--- config.mk ---
export PLATFORM = sky130hd
export DESIGN_NAME = path_mtu_binary_search
export DESIGN_NICKNAME = d
export VERILOG_FILES = /design/src/hdl/pmtu_pkg.sv /design/src/hdl/path_mtu_binary_search.sv /design/src/hdl/pmtu_cfg.sv /design/src/hdl/pmtu_update.sv
export SDC_FILE = /design/constraint.sdc
export NUM_CORES = 1
export LEC_CHECK = 0
export BUFFER_PORTS_ARGS = -buffer_cell sky130_fd_sc_hd__buf_2
export CELL_PAD_IN_SITES_DETAIL_PLACEMENT = 0
export CELL_PAD_IN_SITES_GLOBAL_PLACEMENT = 1
export CORE_MARGIN = 1
export CORE_UTILIZATION = 25
export CTS_CLUSTER_SIZE = 16
export DETAILED_ROUTE_END_ITERATION = 6
export PLACE_DENSITY = 0.54
export SETUP_SLACK_MARGIN = 0.15
export SLEW_MARGIN = 15
export SYNTH_ARGS = -nofsm -noshare
export SYNTH_HDL_FRONTEND = slang
export SYNTH_SLANG_ARGS = --single-unit
export TNS_END_PERCENT = 20
--- constraint.sdc ---
create_clock -name clk -period 13 [get_ports clk]
set_clock_uncertainty 0.1 [all_clocks]
set_input_delay 1.95 -clock clk [delete_from_list [all_inputs] [get_ports clk]]
set_output_delay 1.95 -clock clk [all_outputs]
set_load 0.005 [all_outputs]
--- src/hdl/pmtu_pkg.sv ---
// Types and constants shared by the path-MTU search block.
// No dependencies; every other file in hdl/ uses this package.
`default_nettype none

package pmtu_pkg;

	localparam int SIZE_W = 16;
	localparam int GAP_W  = 12;
	localparam int TIME_W = 48;
	localparam int CIDX_W = 2;

	typedef enum logic [2:0] {
		OP_RESET        = 3'd0,
		OP_ARM_PROBE    = 3'd1,
		OP_PROBE_ACK    = 3'd2,
		OP_PROBE_TMO    = 3'd3,
		OP_PROBE_LOSS   = 3'd4,
		OP_ICMP_FRAG    = 3'd5,
		OP_ICMP_UNKNOWN = 3'd6
	} op_t;

	localparam logic [CIDX_W-1:0] CFG_FLOOR_START = 2'd0;
	localparam logic [CIDX_W-1:0] CFG_DONE_GAP    = 2'd1;
	localparam logic [CIDX_W-1:0] CFG_INTERVAL    = 2'd2;

	localparam logic [SIZE_W-1:0] FLOOR_START_RST = 16'd576;
	localparam logic [GAP_W-1:0]  DONE_GAP_RST    = 12'd16;
	localparam logic [TIME_W-1:0] INTERVAL_RST    = 48'd1800000;

	typedef struct packed {
		logic [SIZE_W-1:0] floor_start;
		logic [GAP_W-1:0]  done_gap;
		logic [TIME_W-1:0] interval;
	} cfg_t;

	typedef struct packed {
		logic [SIZE_W-1:0] floor;
		logic [SIZE_W-1:0] ceiling;
		logic [SIZE_W-1:0] current;
		logic [SIZE_W-1:0] probe_id;
		logic [SIZE_W-1:0] probe_mtu;
		logic [TIME_W-1:0] deadline;
	} search_state_t;

endpackage

`default_nettype wire

--- src/hdl/path_mtu_binary_search.sv ---
// Top level of the path-MTU binary search block: input stage, search state, result register.
// Depends on pmtu_pkg, pmtu_cfg and pmtu_update.
//
// Each event beat is taken into an input register, where the candidate deadline
// (now_ms plus the rediscovery interval) is also formed. When the output side can
// take a result (out_valid low or out_ready high), the update logic reads that register
// and the search state, writes the new state and loads the result register, and one
// event is accepted every cycle while the output side
// keeps taking results.
// The state feedback through the update logic is the loop that sets
// this rate. Configuration is written through cfg_we, cfg_index and cfg_data and
// must only change while no event is in flight.
`default_nettype none

module path_mtu_binary_search (
	input  wire logic                         clk,
	input  wire logic                         arst_n,
	input  wire logic                         cfg_we,
	input  wire logic [pmtu_pkg::CIDX_W-1:0]  cfg_index,
	input  wire logic [pmtu_pkg::TIME_W-1:0]  cfg_data,
	input  wire logic                         in_valid,
	output logic                              in_ready,
	input  wire logic [2:0]                   operation,
	input  wire logic [pmtu_pkg::SIZE_W-1:0]  seq_number,
	input  wire logic [pmtu_pkg::SIZE_W-1:0]  size_value,
	input  wire logic [pmtu_pkg::SIZE_W-1:0]  packets_in_flight,
	input  wire logic [pmtu_pkg::TIME_W-1:0]  now_ms,
	output logic                              out_valid,
	input  wire logic                         out_ready,
	output logic [pmtu_pkg::SIZE_W-1:0]       floor_size,
	output logic [pmtu_pkg::SIZE_W-1:0]       ceiling_size,
	output logic [pmtu_pkg::SIZE_W-1:0]       current_size,
	output logic                              probe_active,
	output logic [pmtu_pkg::SIZE_W-1:0]       probe_seq_out,
	output logic [pmtu_pkg::SIZE_W-1:0]       probe_size_out,
	output logic                              matched,
	output logic                              search_done,
	output logic                              rediscover_due
);

	localparam int SW = pmtu_pkg::SIZE_W;
	localparam int TW = pmtu_pkg::TIME_W;

	pmtu_pkg::cfg_t          cfg;
	pmtu_pkg::search_state_t state_q;
	pmtu_pkg::search_state_t state_nxt;
	logic                    matched_nxt;

	logic          valid_s1;
	logic [2:0]    op_s1;
	logic [SW-1:0] seq_s1;
	logic [SW-1:0] size_s1;
	logic [SW-1:0] inflight_s1;
	logic [TW-1:0] now_s1;
	logic [TW-1:0] deadline_s1;
	logic          advance;

	pmtu_cfg u_cfg (
		.clk       (clk),
		.arst_n    (arst_n),
		.cfg_we    (cfg_we),
		.cfg_index (cfg_index),
		.cfg_data  (cfg_data),
		.cfg       (cfg)
	);

	assign advance  = valid_s1 && (!out_valid || out_ready);
	assign in_ready = !valid_s1 || advance;

	always_ff @(posedge clk or negedge arst_n) begin
		if (!arst_n) begin
			valid_s1 <= 1'b0;
		end else if (in_ready) begin
			valid_s1 <= in_valid;
		end
	end

	always_ff @(posedge clk) begin
		if (in_ready && in_valid) begin
			op_s1       <= operation;
			seq_s1      <= seq_number;
			size_s1     <= size_value;
			inflight_s1 <= packets_in_flight;
			now_s1      <= now_ms;
			deadline_s1 <= now_ms + cfg.interval;
		end
	end

	pmtu_update u_update (
		.st                (state_q),
		.operation         (op_s1),
		.seq_number        (seq_s1),
		.size_value        (size_s1),
		.packets_in_flight (inflight_s1),
		.deadline_cand     (deadline_s1),
		.floor_start       (cfg.floor_start),
		.done_gap          (cfg.done_gap),
		.nxt               (state_nxt),
		.matched           (matched_nxt)
	);

	always_ff @(posedge clk or negedge arst_n) begin
		if (!arst_n) begin
			state_q   <= '0;
			out_valid <= 1'b0;
		end else begin
			if (advance) begin
				state_q <= state_nxt;
			end
			if (advance) begin
				out_valid <= 1'b1;
			end else if (out_ready) begin
				out_valid <= 1'b0;
			end
		end
	end

	always_ff @(posedge clk) begin
		if (advance) begin
			floor_size     <= state_nxt.floor;
			ceiling_size   <= state_nxt.ceiling;
			current_size   <= state_nxt.current;
			probe_active   <= (state_nxt.probe_id != '0);
			probe_seq_out  <= state_nxt.probe_id;
			probe_size_out <= state_nxt.probe_mtu;
			matched        <= matched_nxt;
			search_done    <= (state_nxt.floor == state_nxt.ceiling);
			rediscover_due <= (now_s1 >= state_nxt.deadline);
		end
	end

endmodule

`default_nettype wire

--- src/hdl/pmtu_cfg.sv ---
// Configuration registers of the path-MTU search block.
// Depends on pmtu_pkg for the register indexes, reset values and cfg_t.
`default_nettype none

module pmtu_cfg (
	input  wire logic                         clk,
	input  wire logic                         arst_n,
	input  wire logic                         cfg_we,
	input  wire logic [pmtu_pkg::CIDX_W-1:0]  cfg_index,
	input  wire logic [pmtu_pkg::TIME_W-1:0]  cfg_data,
	output pmtu_pkg::cfg_t                    cfg
);

	pmtu_pkg::cfg_t cfg_q;

	always_ff @(posedge clk or negedge arst_n) begin
		if (!arst_n) begin
			cfg_q.floor_start <= pmtu_pkg::FLOOR_START_RST;
			cfg_q.done_gap    <= pmtu_pkg::DONE_GAP_RST;
			cfg_q.interval    <= pmtu_pkg::INTERVAL_RST;
		end else if (cfg_we) begin
			unique case (cfg_index)
				pmtu_pkg::CFG_FLOOR_START: cfg_q.floor_start <= cfg_data[pmtu_pkg::SIZE_W-1:0];
				pmtu_pkg::CFG_DONE_GAP:    cfg_q.done_gap    <= cfg_data[pmtu_pkg::GAP_W-1:0];
				pmtu_pkg::CFG_INTERVAL:    cfg_q.interval    <= cfg_data;
				default: ;
			endcase
		end
	end

	assign cfg = cfg_q;

endmodule

`default_nettype wire

--- src/hdl/pmtu_update.sv ---
// Next-state logic of the search window for one event beat.
// Depends on pmtu_pkg for op_t and search_state_t; purely combinational.
`default_nettype none

module pmtu_update (
	input  wire pmtu_pkg::search_state_t      st,
	input  wire logic [2:0]                   operation,
	input  wire logic [pmtu_pkg::SIZE_W-1:0]  seq_number,
	input  wire logic [pmtu_pkg::SIZE_W-1:0]  size_value,
	input  wire logic [pmtu_pkg::SIZE_W-1:0]  packets_in_flight,
	input  wire logic [pmtu_pkg::TIME_W-1:0]  deadline_cand,
	input  wire logic [pmtu_pkg::SIZE_W-1:0]  floor_start,
	input  wire logic [pmtu_pkg::GAP_W-1:0]   done_gap,
	output pmtu_pkg::search_state_t           nxt,
	output logic                              matched
);

	localparam int SW = pmtu_pkg::SIZE_W;

	function automatic logic [SW-1:0] clamp_ceil(input logic [SW-1:0] c, input logic [SW-1:0] f);
		return (c < f) ? f : c;
	endfunction

	pmtu_pkg::search_state_t pre;
	logic                    do_bisect;
	logic                    frag;
	logic                    hit;
	logic [SW-1:0]           lowered;
	logic [SW-1:0]           frag_min;
	logic [SW:0]             old_sum;
	logic [SW:0]             new_sum;
	logic [SW:0]             gap;
	logic                    close;

	assign hit      = (st.probe_id != '0) && (seq_number == st.probe_id);
	assign lowered  = (st.probe_mtu == '0) ? st.floor
	                                       : clamp_ceil(st.probe_mtu - SW'(1), st.floor);
	assign frag_min = (size_value < st.ceiling) ? size_value : st.ceiling;
	assign old_sum  = {1'b0, st.floor} + {1'b0, st.ceiling};

	always_comb begin
		pre       = st;
		do_bisect = 1'b0;
		frag      = 1'b0;
		matched   = 1'b0;
		case (pmtu_pkg::op_t'(operation))
			pmtu_pkg::OP_RESET: begin
				pre.floor    = floor_start;
				pre.ceiling  = clamp_ceil(size_value, floor_start);
				pre.deadline = deadline_cand;
			end
			pmtu_pkg::OP_ARM_PROBE: begin
				pre.probe_id  = seq_number;
				pre.probe_mtu = size_value;
			end
			pmtu_pkg::OP_PROBE_ACK: begin
				if (hit) begin
					pre.floor   = st.probe_mtu;
					pre.ceiling = clamp_ceil(st.ceiling, st.probe_mtu);
					do_bisect   = 1'b1;
					matched     = 1'b1;
				end
			end
			pmtu_pkg::OP_PROBE_TMO: begin
				if (hit && packets_in_flight == SW'(1)) begin
					pre.ceiling = lowered;
					do_bisect   = 1'b1;
					matched     = 1'b1;
				end
				pre.probe_id  = '0;
				pre.probe_mtu = '0;
			end
			pmtu_pkg::OP_PROBE_LOSS: begin
				pre.ceiling = lowered;
				do_bisect   = 1'b1;
			end
			pmtu_pkg::OP_ICMP_FRAG: begin
				pre.ceiling = clamp_ceil(frag_min, st.floor);
				do_bisect   = 1'b1;
				frag        = 1'b1;
			end
			pmtu_pkg::OP_ICMP_UNKNOWN: begin
				pre.ceiling = clamp_ceil(old_sum[SW:1], st.floor);
				do_bisect   = 1'b1;
			end
			default: ;
		endcase
	end

	assign new_sum = {1'b0, pre.floor} + {1'b0, pre.ceiling};
	assign gap     = {1'b0, pre.ceiling} - {1'b0, pre.floor};
	assign close   = !gap[SW] && (gap[SW-1:0] <= {{(SW-pmtu_pkg::GAP_W){1'b0}}, done_gap});

	always_comb begin
		nxt = pre;
		if (do_bisect) begin
			nxt.current   = new_sum[SW:1];
			nxt.probe_id  = '0;
			nxt.probe_mtu = '0;
			if (close) begin
				nxt.current  = pre.floor;
				nxt.ceiling  = pre.floor;
				nxt.deadline = deadline_cand;
			end
			if (frag) begin
				nxt.current = close ? pre.floor : pre.ceiling;
			end
		end
	end

endmodule

`default_nettype wire

After elaboration in Yosys (flattened, before gate mapping)
Cells that the tools add are included.
Storage, ports and cells
  register bits after elaboration: 437
  input bits: 154
  output and inout bits: 86
  logic and storage cells: 95
Cells by class
  add/sub/neg operators: 5
  $lt $le $gt $ge: 8
  eq/ne operators: 11
  multiplexer cells: 25
  reductions and logical operators: 20
Operators by type and width (number)
  $mux 16: 10
  $mux 112: 1
  $lt 16x16->1: 6
  $mux 48: 2
  $pmux 16 s6: 1
  $mux 32: 2
  $pmux 32 s2: 1
  $add 48x48->48: 1
  $ge 48x48->1: 1
  $add 16x16->17: 2
  $eq 16x16->1: 2
  $pmux 16 s2: 1
  $reduce_bool 16->1: 2
  $sub 16x16->17: 1
  $eq 16x1->1 const B: 1
  $le 16x12->1: 1
  $logic_not 16->1: 1
  $sub 16x1->16 const B: 1
  $eq 3x3->1 const B: 3
  $eq 3x2->1 const B: 2
  $reduce_and 2->1: 3
  $logic_and 1x1->1: 5
  $mux 1: 5
  $eq 3x1->1 const B: 1
  other kinds (10): 13

Depth between registers and ports, before layout
  depth after elaboration: 13
  depth in mapped cells: 56
  depth with buffers taken out: 52

Hierarchy
A second synthesis with hierarchy kept.
Unflattened totals
  cell total of the unflattened synthesis: 2700
  area, all modules: 27968.1 um^2
By module, submodules not included
  path_mtu_binary_search: times used 1, cells an instance 1130, area each 15647.5 um^2, sequential area each 10189.8 um^2
  pmtu_update: times used 1, cells an instance 1408, area each 9451.6 um^2, sequential area each 0.0 um^2
  pmtu_cfg: times used 1, cells an instance 162, area each 2869.0 um^2, sequential area each 1919.3 um^2

Least setup slack after synthesis
OpenSTA, ideal clock, no wires.
  path kind: reg2reg
  from: register state_q[103] in the netlist's numbering
  to: register rediscover_due (data pin)
  library setup time: 0.261 ns
  arrival: 10.811 ns
  data required time: 12.639 ns
  slack: 1.828 ns
  cell stages (with the launch flop): 55
  buffers on the path: 4
  period minus slack after synthesis: 11.172 ns
  path through: dfrtp_1 > inv_1 > ha_1 > nand2_1 > nor3_1 > a21oi_1 > o21ai_1 > buf_2 > mux2_2 > ha_1 > and4_1 > a21boi_0 > o32a_1 > nor3_1 > a41oi_2 > buf_2 > mux2_2 > a211oi_1 > (+19 left out) > nand2_1 > clkbuf_1 > nand2_1 > buf_2 > mux2_2 > ha_1 > nand2b_1 > a21o_1 > a21o_1 > a21o_1 > a21o_1 > a21o_1 > a21o_1 > a21oi_1 > o31ai_1 > a221o_1 > a21oi_1 > o31ai_1
RTL lines
  start: declaration: RTL line path_mtu_binary_search.sv:45  | pmtu_pkg::search_state_t state_q;
  start signal: assignment: RTL line path_mtu_binary_search.sv:108  | state_q <= state_nxt;
  end signal: assignment: RTL line path_mtu_binary_search.sv:128  | rediscover_due <= (now_s1 >= state_nxt.deadline);
  end: declaration: RTL line path_mtu_binary_search.sv:38  | output logic rediscover_due

==> PnR_summary.wiki <==
{| class="wikitable"
! Metric !! Value
|-
| Status || finished with violations
|-
| Violations in the final reports || capacitance limit
|-
| Arrival time reported for the critical path endpoint || 12.31 ns
|-
| Final net count || 3255
|-
| Initial antenna violation count || 4
|-
| Via count of the first global-routing pass || 21700
|-
| Proportion of register bits with asynchronous set or reset after synthesis || 47.1%
|-
| Clock tree from TritonCTS || done
|-
| Headroom to the max-slew limit || 2.99%
|-
| Hold Buf Count CTS || 0
|-
| Area added between synthesis and finish || 18.4%
|-
| Cell Count Post-Placement || 4209
|-
| Grt met1 use || 26.4%
|-
| Final worst-path cycle share || 92.5%
|-
| Die W || 334 um
|-
| Flip-flop and latch count after synthesis || 437
|-
| Quantity of I/O buffers inserted on ports || 239
|-
| Met3 GRT Util || 2.30%
|-
| Largest stage delay, worst path || 0.55 ns
|-
| Number of enable flip-flop cells after synthesis || 231
|-
| I/O pin total || 240
|-
| Overall routed net length || 104 mm
|-
| H-tree depth reported by CTS || 2
|-
| Drt initial violations || 1803
|-
| Cell type contributing the most total cell area after synthesis || edfxtp_1
|-
| Row cnt || 121
|-
| Classification of the worst setup path || reg -> reg
|-
| Routed WL per cell || 24.1 um
|-
| Initial core utilization || 25.3%
|-
| Leak || 13.6 nW
|-
| Worst-path fanout max || 14
|-
| Avg Vias per Cell || 5.02
|-
| Number of distinct library cells after synthesis || 94
|-
| Portion of the post-synthesis area used by sequential elements || 44.0%
|-
| Worst-Skew Late Latency || 0.65 ns
|-
| Max frequency || 0.0831 GHz
|-
| Total via count after detailed routing || 21600
|-
| Busiest grt layer || met2
|-
| DPL Wire Length || 79.7 mm
|-
| Gr usage total || 18.4%
|-
| Prevailing post-synth register cell || edfxtp_1
|-
| Worst IR Drop VDD || 0.103 mV
|-
| Kind of capture point of the worst setup path || flip-flop
|-
| Root buffer cell || clkbuf_16
|-
| Non-filler instance count after layout || 4312
|-
| Core area || 0.109 sq mm
|-
| Hold WC Path Type || reg -> reg
|-
| Required time reported for the critical path endpoint || 13.28 ns
|-
| Vertical die dimension || 334 um
|-
| Clock Pin Slew Worst Setup and Hold Paths || 0.06 ns
|-
| Max Transition Viols Final || 0
|-
| Setup crit start kind || flip-flop
|-
| Power Dens Cells || 220 mW/mm^2
|-
| Detailed-router iteration count before antenna repair || 7
|-
| Number of buffers inserted during clock tree synthesis || 54
|-
| Slowest cell on crit path || a211oi_1
|-
| Antenna viol nets, final || 0
|-
| Largest cells by area after synthesis || edfxtp_1 (25%), dfrtp_1 (17%), ha_1 (11%)
|-
| Maximum buffer depth of the clock tree || 3
|-
| Drt drc || 0
|-
| Max-capacitance violation count || 1
|-
| Mapped Avg Cell Area || 10.6 sq um
|-
| First-pass GRT wire length || 152 mm
|-
| Clock tree sinks || 437
|-
| Overall die area || 0.111 sq mm
|-
| Placer's final routability congestion estimate || 0.949
|-
| Share of cells above drive strength 1 || 22.1%
|-
| Global route total overflow || 0
|-
| Share of the synthesized area in the top cell type || 25.2%
|-
| Total count of hold-check failures in the final report || 0
|-
| Slew @ Worst Pin || 1.42 ns
|-
| Total chip power || 7.18 mW
|-
| Syn. warnings || 0
|-
| RSZ-0062 raised after global routing || false
|-
| Largest net degree at the start of global routing || 76
|-
| Met2 layer usage reported by global route || 28.7%
|-
| Gate count of the mapped netlist || 2588
|-
| # setup viols final || 0
|-
| Period minus WS final || 12.03 ns
|-
| Post-Route Utilization || 29.9%
|-
| Post-synthesis net count || 2992
|-
| Final sum of negative setup slack || 0 ns
|-
| Netlist Area Pre-Place || 0.0275 sq mm
|}
-- cells in the mapped netlist (16+ instances only) --
cell type and count:
xnor2_1 86, a211oi_1 32, mux2i_1 85, o211ai_1 18, edfxtp_1 231, dfrtp_1 192
o31ai_1 46, o22ai_1 29, and3_1 23, o21ai_0 123, nor4_1 24, nor3_1 38
a21o_1 68, o21a_1 18, a31oi_1 37, nand2_1 163, xor2_1 24, a21oi_1 164
nand2b_1 20, nor2_1 151, nand3_1 63, buf_1 16, nor2b_1 16, inv_1 148
clkbuf_1 70, and2_1 21, mux2_2 188, ha_1 246, nand4_1 32
-- per-layer routing --
metal	share of wire, %	up-vias
li1	-	10200
met1	47	10600
met2	44	668
met3	5.3	124
met4	3.0	0
met5	0	-
-- worst paths after layout --
path	slack (ns)	depth (start not counted)	endpoint	start
min	0.40	1	state_q[80]$_DFFE_PN0P_	state_q[80]$_DFFE_PN0P_
max reg2reg	0.97	50	rediscover_due$_DFFE_PP_	state_q[97]$_DFFE_PN0P_
min reg2reg	0.40	1	state_q[80]$_DFFE_PN0P_	state_q[80]$_DFFE_PN0P_
min in group asynchronous	1.17	1	u_cfg.cfg[22]$_DFFE_PN0P_	arst_n
max in group asynchronous	9.63	3	state_q[111]$_DFFE_PN0P_	arst_n
max	0.97	50	rediscover_due$_DFFE_PP_	state_q[97]$_DFFE_PN0P_
-- power breakdown --
group / switching [mW] / internal (mW)
logic: 2.09 / 1.44
registers: 0.221 / 1.82
clock network: 0.655 / 0.950
-- through the flow --
step | hold slack [ns] | setup slack, ns | instance area, sq um
after CTS | 0.400 | 0.776 | 32600
after floorplan | 0.357 | 1.83 | 27500
final | 0.402 | 0.970 | 32600
after global placement | 0.384 | 1.00 | 30700
after global routing | 0.404 | 0.198 | 32600
after detailed placement | 0.392 | 0.877 | 30700
-- cell type report --
class | instances | area [sq um]
Antenna cell | 1 | 2.50
Tap cell | 1414 | 1770
Clock inverter | 26 | 385
Timing Repair Buffer | 309 | 1740
Multi-Input combinational cell | 1900 | 14500
Inverter | 149 | 562
Fill cell | 11400 | 76400
Sequential cell | 437 | 12100
Clock buffer | 76 | 1500
-- what timing repair did --
action                     in CTS  in global routing
setup buffers                   0                  0
gates resized for setup         0                  8
setup endpoints to repair       0                  1
-- cell families (layout without fill, tap and decap cells) --
kind of cell    after synthesis  after routing  synth area share, %
compound gates              663            663                 15.9
simple gates                601            601                 10.7
flops                       437            437                 44.0
mux                         276            276                 10.9
buf+inv                     251            560                 3.53
fa+ha+maj                   250            250                 11.5
xor+xnor                    110            110                 3.50
other cells                   0              1                    0
-- critical path: cells and delay by family, from the launching register on --
family | cells | cell delay, ns
adders and majority gates | 5 | 1.87
xor gates and xnor gates | 1 | 0.09
muxes | 1 | 0.38
DFF | 1 | 0.54
AOI/OAI and AO/OA | 28 | 5.92
and+or+nand+nor | 12 | 2.38
buffers and inverters | 3 | 0.48
-- layout by cell type (no fill, tap or decap), types with 46 or more instances in the layout --
master     synthesis  layout
ha_1             246     246
inv_1            148     147
nand3_1           63      62
edfxtp_1         231     231
o31ai_1           46      46
dfrtp_1          192     190
o21ai_0          123     122
mux2i_1           85      85
clkbuf_16          0      55
buf_2             14     238
nand2_1          163     161
a21o_1            68      68
a21oi_1          164     163
buf_4              1      69
mux2_2           188     188
xnor2_1           86      86
nor2_1           151     150
-- sequential cells by signal (all words and copies together) (netlist names) --
signal	flops
seq_s1	16
current_size	16
valid_s1	1
ceiling_size	16
out_valid	1
u_cfg.cfg	76
state_q	128
probe_size_out	16
deadline_s1	48
rediscover_due	1
inflight_s1	16
floor_size	16
search_done	1
probe_active	1
matched	1
now_s1	48
op_s1	3
probe_seq_out	16
size_s1	16
Power figures use the tool's default switching activity.
